===== src/rtl/rgbds_pkg.sv =====
// ----------------------------------------------------------------------------
// RGB32 downsampler package
// Shared widths, register indexes, control types and the lane average.
// ----------------------------------------------------------------------------
package rgbds_pkg;

   localparam int PIXEL_W      = 32;
   localparam int DISP_DIM_W   = 11;
   localparam int FRAME_DIM_W  = 12;
   localparam int CSR_INDEX_W  = 2;
   localparam int CSR_DATA_W   = 12;

   localparam logic [PIXEL_W-1:0] LANE_MASK = 32'hfefe_fefe;

   typedef enum logic [CSR_INDEX_W-1:0] {
      CSR_DISPLAY_WIDTH  = 2'd0,
      CSR_DISPLAY_HEIGHT = 2'd1,
      CSR_FRAME_WIDTH    = 2'd2,
      CSR_FRAME_HEIGHT   = 2'd3
   } csr_index_type;

   typedef struct packed {
      logic                   pass;
      logic                   down;
      logic                   restart;
      logic [FRAME_DIM_W-1:0] frame_width;
      logic [FRAME_DIM_W-1:0] frame_height;
   } mode_type;

   function automatic logic [PIXEL_W-1:0] lane_avg(input logic [PIXEL_W-1:0] a,
                                                   input logic [PIXEL_W-1:0] b);
      lane_avg = (((a ^ b) & LANE_MASK) >> 1) + (a & b);
   endfunction

endpackage


===== src/rtl/rgbds_csr.sv =====
// ----------------------------------------------------------------------------
// RGB32 downsampler configuration registers
// Holds the display and frame sizes and decodes the operating mode.
// ----------------------------------------------------------------------------
module rgbds_csr
   import rgbds_pkg::*;
#(
   parameter int MAX_DISPLAY_WIDTH  = 1024,
   parameter int MAX_DISPLAY_HEIGHT = 1024
) (
   input  logic                   clock,
   input  logic                   reset,
   input  logic                   csr_we,
   input  logic [CSR_INDEX_W-1:0] csr_index,
   input  logic [CSR_DATA_W-1:0]  csr_wdata,
   output mode_type               mode
);

   localparam logic [DISP_DIM_W+1:0] MaxW = (DISP_DIM_W+2)'(MAX_DISPLAY_WIDTH);
   localparam logic [DISP_DIM_W+1:0] MaxH = (DISP_DIM_W+2)'(MAX_DISPLAY_HEIGHT);

   logic [DISP_DIM_W-1:0]  disp_w_ff, disp_h_ff;
   logic [FRAME_DIM_W-1:0] frame_w_ff, frame_h_ff;
   logic                   dims_ok;

   always_ff @(posedge clock) begin
      if (reset) begin
         disp_w_ff  <= DISP_DIM_W'(640);
         disp_h_ff  <= DISP_DIM_W'(480);
         frame_w_ff <= FRAME_DIM_W'(640);
         frame_h_ff <= FRAME_DIM_W'(480);
      end else if (csr_we) begin
         unique case (csr_index_type'(csr_index))
            CSR_DISPLAY_WIDTH:  disp_w_ff  <= csr_wdata[DISP_DIM_W-1:0];
            CSR_DISPLAY_HEIGHT: disp_h_ff  <= csr_wdata[DISP_DIM_W-1:0];
            CSR_FRAME_WIDTH:    frame_w_ff <= csr_wdata[FRAME_DIM_W-1:0];
            CSR_FRAME_HEIGHT:   frame_h_ff <= csr_wdata[FRAME_DIM_W-1:0];
            default: ;
         endcase
      end
   end

   always_comb begin
      dims_ok = (disp_w_ff != '0) && (disp_h_ff != '0) &&
                ({2'b00, disp_w_ff} <= MaxW) && ({2'b00, disp_h_ff} <= MaxH);
      mode.pass = dims_ok &&
                  (frame_w_ff == {1'b0, disp_w_ff}) &&
                  (frame_h_ff == {1'b0, disp_h_ff});
      mode.down = dims_ok &&
                  (frame_w_ff == {disp_w_ff, 1'b0}) &&
                  (frame_h_ff == {disp_h_ff, 1'b0});
      mode.restart      = csr_we;
      mode.frame_width  = frame_w_ff;
      mode.frame_height = frame_h_ff;
   end

endmodule


===== config.mk =====
export PLATFORM = sky130hd
export DESIGN_NAME = rgbds_csr
export DESIGN_NICKNAME = d
export VERILOG_FILES = /design/src/rtl/rgbds_pkg.sv /design/src/rtl/rgbds_csr.sv
export SDC_FILE = /design/constraint.sdc
export NUM_CORES = 1
export LEC_CHECK = 0
export ABC_AREA = 1
export BUFFER_PORTS_ARGS = -buffer_cell sky130_fd_sc_hd__buf_2
export CORE_MARGIN = 3
export CORE_UTILIZATION = 55
export DETAILED_ROUTE_END_ITERATION = 16
export HOLD_SLACK_MARGIN = 0.15
export PLACE_DENSITY = 0.84
export SLEW_MARGIN = 10
export SYNTH_ARGS = -nofsm -noshare
export SYNTH_HDL_FRONTEND = slang
export SYNTH_SLANG_ARGS = --single-unit

===== constraint.sdc =====
create_clock -name clock -period 2.23 [get_ports clock]
set_input_delay 0 -clock clock [delete_from_list [all_inputs] [get_ports clock]]
set_output_delay 0 -clock clock [all_outputs]
set_load 0.01 [all_outputs]

==> impl_metrics.ini <==
[sta]
fin_skew_ns = 0
fin_crit_ns = 1.96
max-slew-margin-rel = 0.574
finalSetupViolations = 0
setup_ws_ns = 0.269
worst_pin_slew_ns = 0.637
hold_viol = 0
hold_slack_ns = 0.189
grt_setup_unrepaired = false
fmax_mhz = 510
period_share = 0.879
drv_slew = 0
final.setup.tns_ns = 0

[logic_synthesis]
yosys.area_share.adder = 0
ys_warn_count = 0
synth_top_family_by_area = simple AND/OR/NAND/NOR gates
ys_seq_elements = 46
synth_area_mm2 = 0.00246
synth.distinct_cells = 21
yosysMostFrequentCell = nand2_1
synth_edf_count = 0
yosysSeqAreaShare = 0.375
synth_compound_area_frac = 0.187
synth_top_area_share = 0.375
synth-xor-area-share = 0.00713
synthesis.nets = 420
async_flop_share = 0
muxShareOfSynthArea = 0
synth_ff_type = dfxtp_1
netlist_instances = 403
synthSimpleGateAreaFrac = 0.326
synth_area_leaders = dfxtp_1 (37%), nand2_1 (22%), a21oi_1 (7.3%)
syn_avg_cell_area_um2 = 6.09
yosysTopAreaCell = dfxtp_1
synth_common_cells = nand2_1 (147), nor2_1 (47), dfxtp_1 (46), inv_1 (46), a21oi_1 (36)

[setup_path]
worstRegToRegCells = 3
cp-end-kind = flip-flop
path_class = in -> reg
crit_required_ns = 2.41
crit_fanout = 10
slowest_stage = dlygate4sd3_1
crit_arrival_ns = 2.14
rr_startpoint = frame_h_ff[8]$_SDFFE_PP1P_
worstSetupStartpointType = primary input
cp_common_cell = dlygate4sd3_1
cp_slowest_stage_delay_ns = 0.55
timing.rr.end = frame_h_ff[8]$_SDFFE_PP1P_
path_cells = dlygate4sd3_1, buf_2, nand2_2, nor2_8, a21oi_1, dlygate4sd3_1, o21ai_0, dlygate4sd3_1
r2r_setup_slack_ns = 1.01

[placement]
pre_cts_slack_ns = 1.00
dp.cells = 486
dp_hpwl_mm = 5.07
place_area_mm2 = 0.00268
port_buffers = 43
routabilityCongestion = 0.925

[power]
vdd_drop_max_mv = 0.496
p_leak_nw = 1.50
pwr-share-seq = 0.491
p_int_mw = 1.31
clkPwrFrac = 0.318
netSwitchingFraction = 0.290
switchingPower_mw = 0.537
power_mw = 1.85
powerDensity_mw_per_mm2 = 619
comb_power_share = 0.191

[clock_network]
cts_tree = yes
clock-sinks = 46
numCtsBuffers = 5
clock_latency_ns = 0.29
cts_setup_buffers = 0
root_buffer = clkbuf_8
clk_pin_slew_ns = 0.08
cts_buffer_depth = 2
h-tree-depth = 2

[worst_hold_path]
min-delay-start = csr_we
hold_depth = 4
whs_endpoint = frame_h_ff[6]$_SDFFE_PP1P_
min_path_type = in -> reg

[global_route]
grt_pass1_wl_mm = 11.4
grt_use_met2 = 0.469
grt_pass1_vias = 2402
busiest_layer = met2
grt_use_met3 = 0.0537
grt_use_met1 = 0.364
grt_max_degree = 43
antenna_found_initial = 0
grt_overflow_total = 0
grt.total_usage = 0.277

[detailed_routing]
vias_per_cell = 5.25
ant_nets = 0
vias = 2696
first_pass_iters = 5
drt_iter0_markers = 243
wire_per_inst_um = 13.7
drc = 0
routed_wl_mm = 7.04

[layout]
fin_util = 0.722
num_antenna_cells = 0
area_growth_pct = 21.8
final_cells = 514
fillers = 385
fin_nets = 480
layout-drive-gt1-share = 0.140
final_area_mm2 = 0.00299

[die]
dieArea_mm2 = 0.00530
fp.coreArea_mm2 = 0.00414
start_util = 0.593
die-height_um = 72.8
die_x_um = 72.8
io_pins = 44
fp-row-count = 23

[outcome]
outcome = finished clean

[job]
drv_cap = 0
-- placed cells by master (no fill, tap or decap) --
| cell type | n |
|---|---|
| nand2_1 | 147 |
| nor2_1 | 47 |
| inv_1 | 46 |
| dfxtp_1 | 46 |
| buf_2 | 43 |
| a21oi_1 | 36 |
| o21ai_0 | 23 |
| dlygate4sd3_1 | 20 |
| o21ai_1 | 19 |
| inv_2 | 8 |
| clkbuf_8 | 8 |
| o211ai_1 | 7 |
| nand3_1 | 6 |
| xnor2_1 | 2 |
| nand2_2 | 1 |
| nor2_8 | 1 |
| nor3_2 | 1 |
| o21ai_2 | 1 |
| a21oi_2 | 1 |
| nor2_2 | 1 |
-- worst max-delay path by stage --
stage | start | to | cells after the start
global route | csr_index[1] | frame_h_ff[8]$_SDFFE_PP1P_ | 8
global placement | disp_w_ff[1]$_SDFFE_PP0P_ | mode[25] | 9
finish | csr_index[1] | frame_h_ff[8]$_SDFFE_PP1P_ | 8
floorplan | frame_h_ff[3]$_SDFFE_PP0P_ | mode[25] | 8
CTS | csr_index[1] | frame_h_ff[8]$_SDFFE_PP1P_ | 8
detailed placement | disp_w_ff[1]$_SDFFE_PP0P_ | mode[25] | 9
-- area by class of cell --
class	count	area, um^2	share of cell area
Multi-Input combinational cell	293	1280	0.428
Sequential cell	46	921	0.308
Inverter	54	203	0.0678
Clock buffer	8	110	0.0368
Tap cell	50	62.6	0.0209
Timing Repair Buffer	63	415	0.139
-- cells by family (layout without fill, tap and decap cells) --
group | after synthesis | after routing
flops | 46 | 46
xor+xnor | 2 | 2
compound gates | 87 | 87
buf+inv | 64 | 125
simple gates | 204 | 204
-- repair_timing --
item | 4_1_cts | 5_1_grt
gates resized for setup | 0 | 0
hold buffers | 20 | 0
hold endpoints to repair | 46 | 0
-- flip-flops by register name (all words and copies together) (netlist names) --
register,flops
disp_w_ff,11
frame_w_ff,12
disp_h_ff,11
frame_h_ff,12
-- power by group through the flow --
stage | Combinational (mW) | Sequential (mW) | Clock [mW]
3_3_place_gp | 0.316 | 0.925 | 0
5_1_grt | 0.400 | 0.915 | 0.634
3_5_place_dp | 0.321 | 0.926 | 0
6_report | 0.354 | 0.909 | 0.589
4_1_cts | 0.349 | 0.907 | 0.598
2_1_floorplan | 0.208 | 0.928 | 0
-- per-layer routing --
layer | vias to the layer above | routed length (um) | share of wire
met3 | 11 | 409 | 0.058
met2 | 85 | 3400 | 0.48
met5 | - | 0 | 0
met1 | 1224 | 3130 | 0.45
met4 | 0 | 97 | 0.014
li1 | 1376 | - | -
-- critical path: cells and delay by family --
family                 cells  cell delay [ns]
AND/OR/NAND/NOR            2             0.19
buffers and inverters      4             1.78
AO/OA/AOI/OAI              2             0.18
Power figures use the tool's default switching activity.
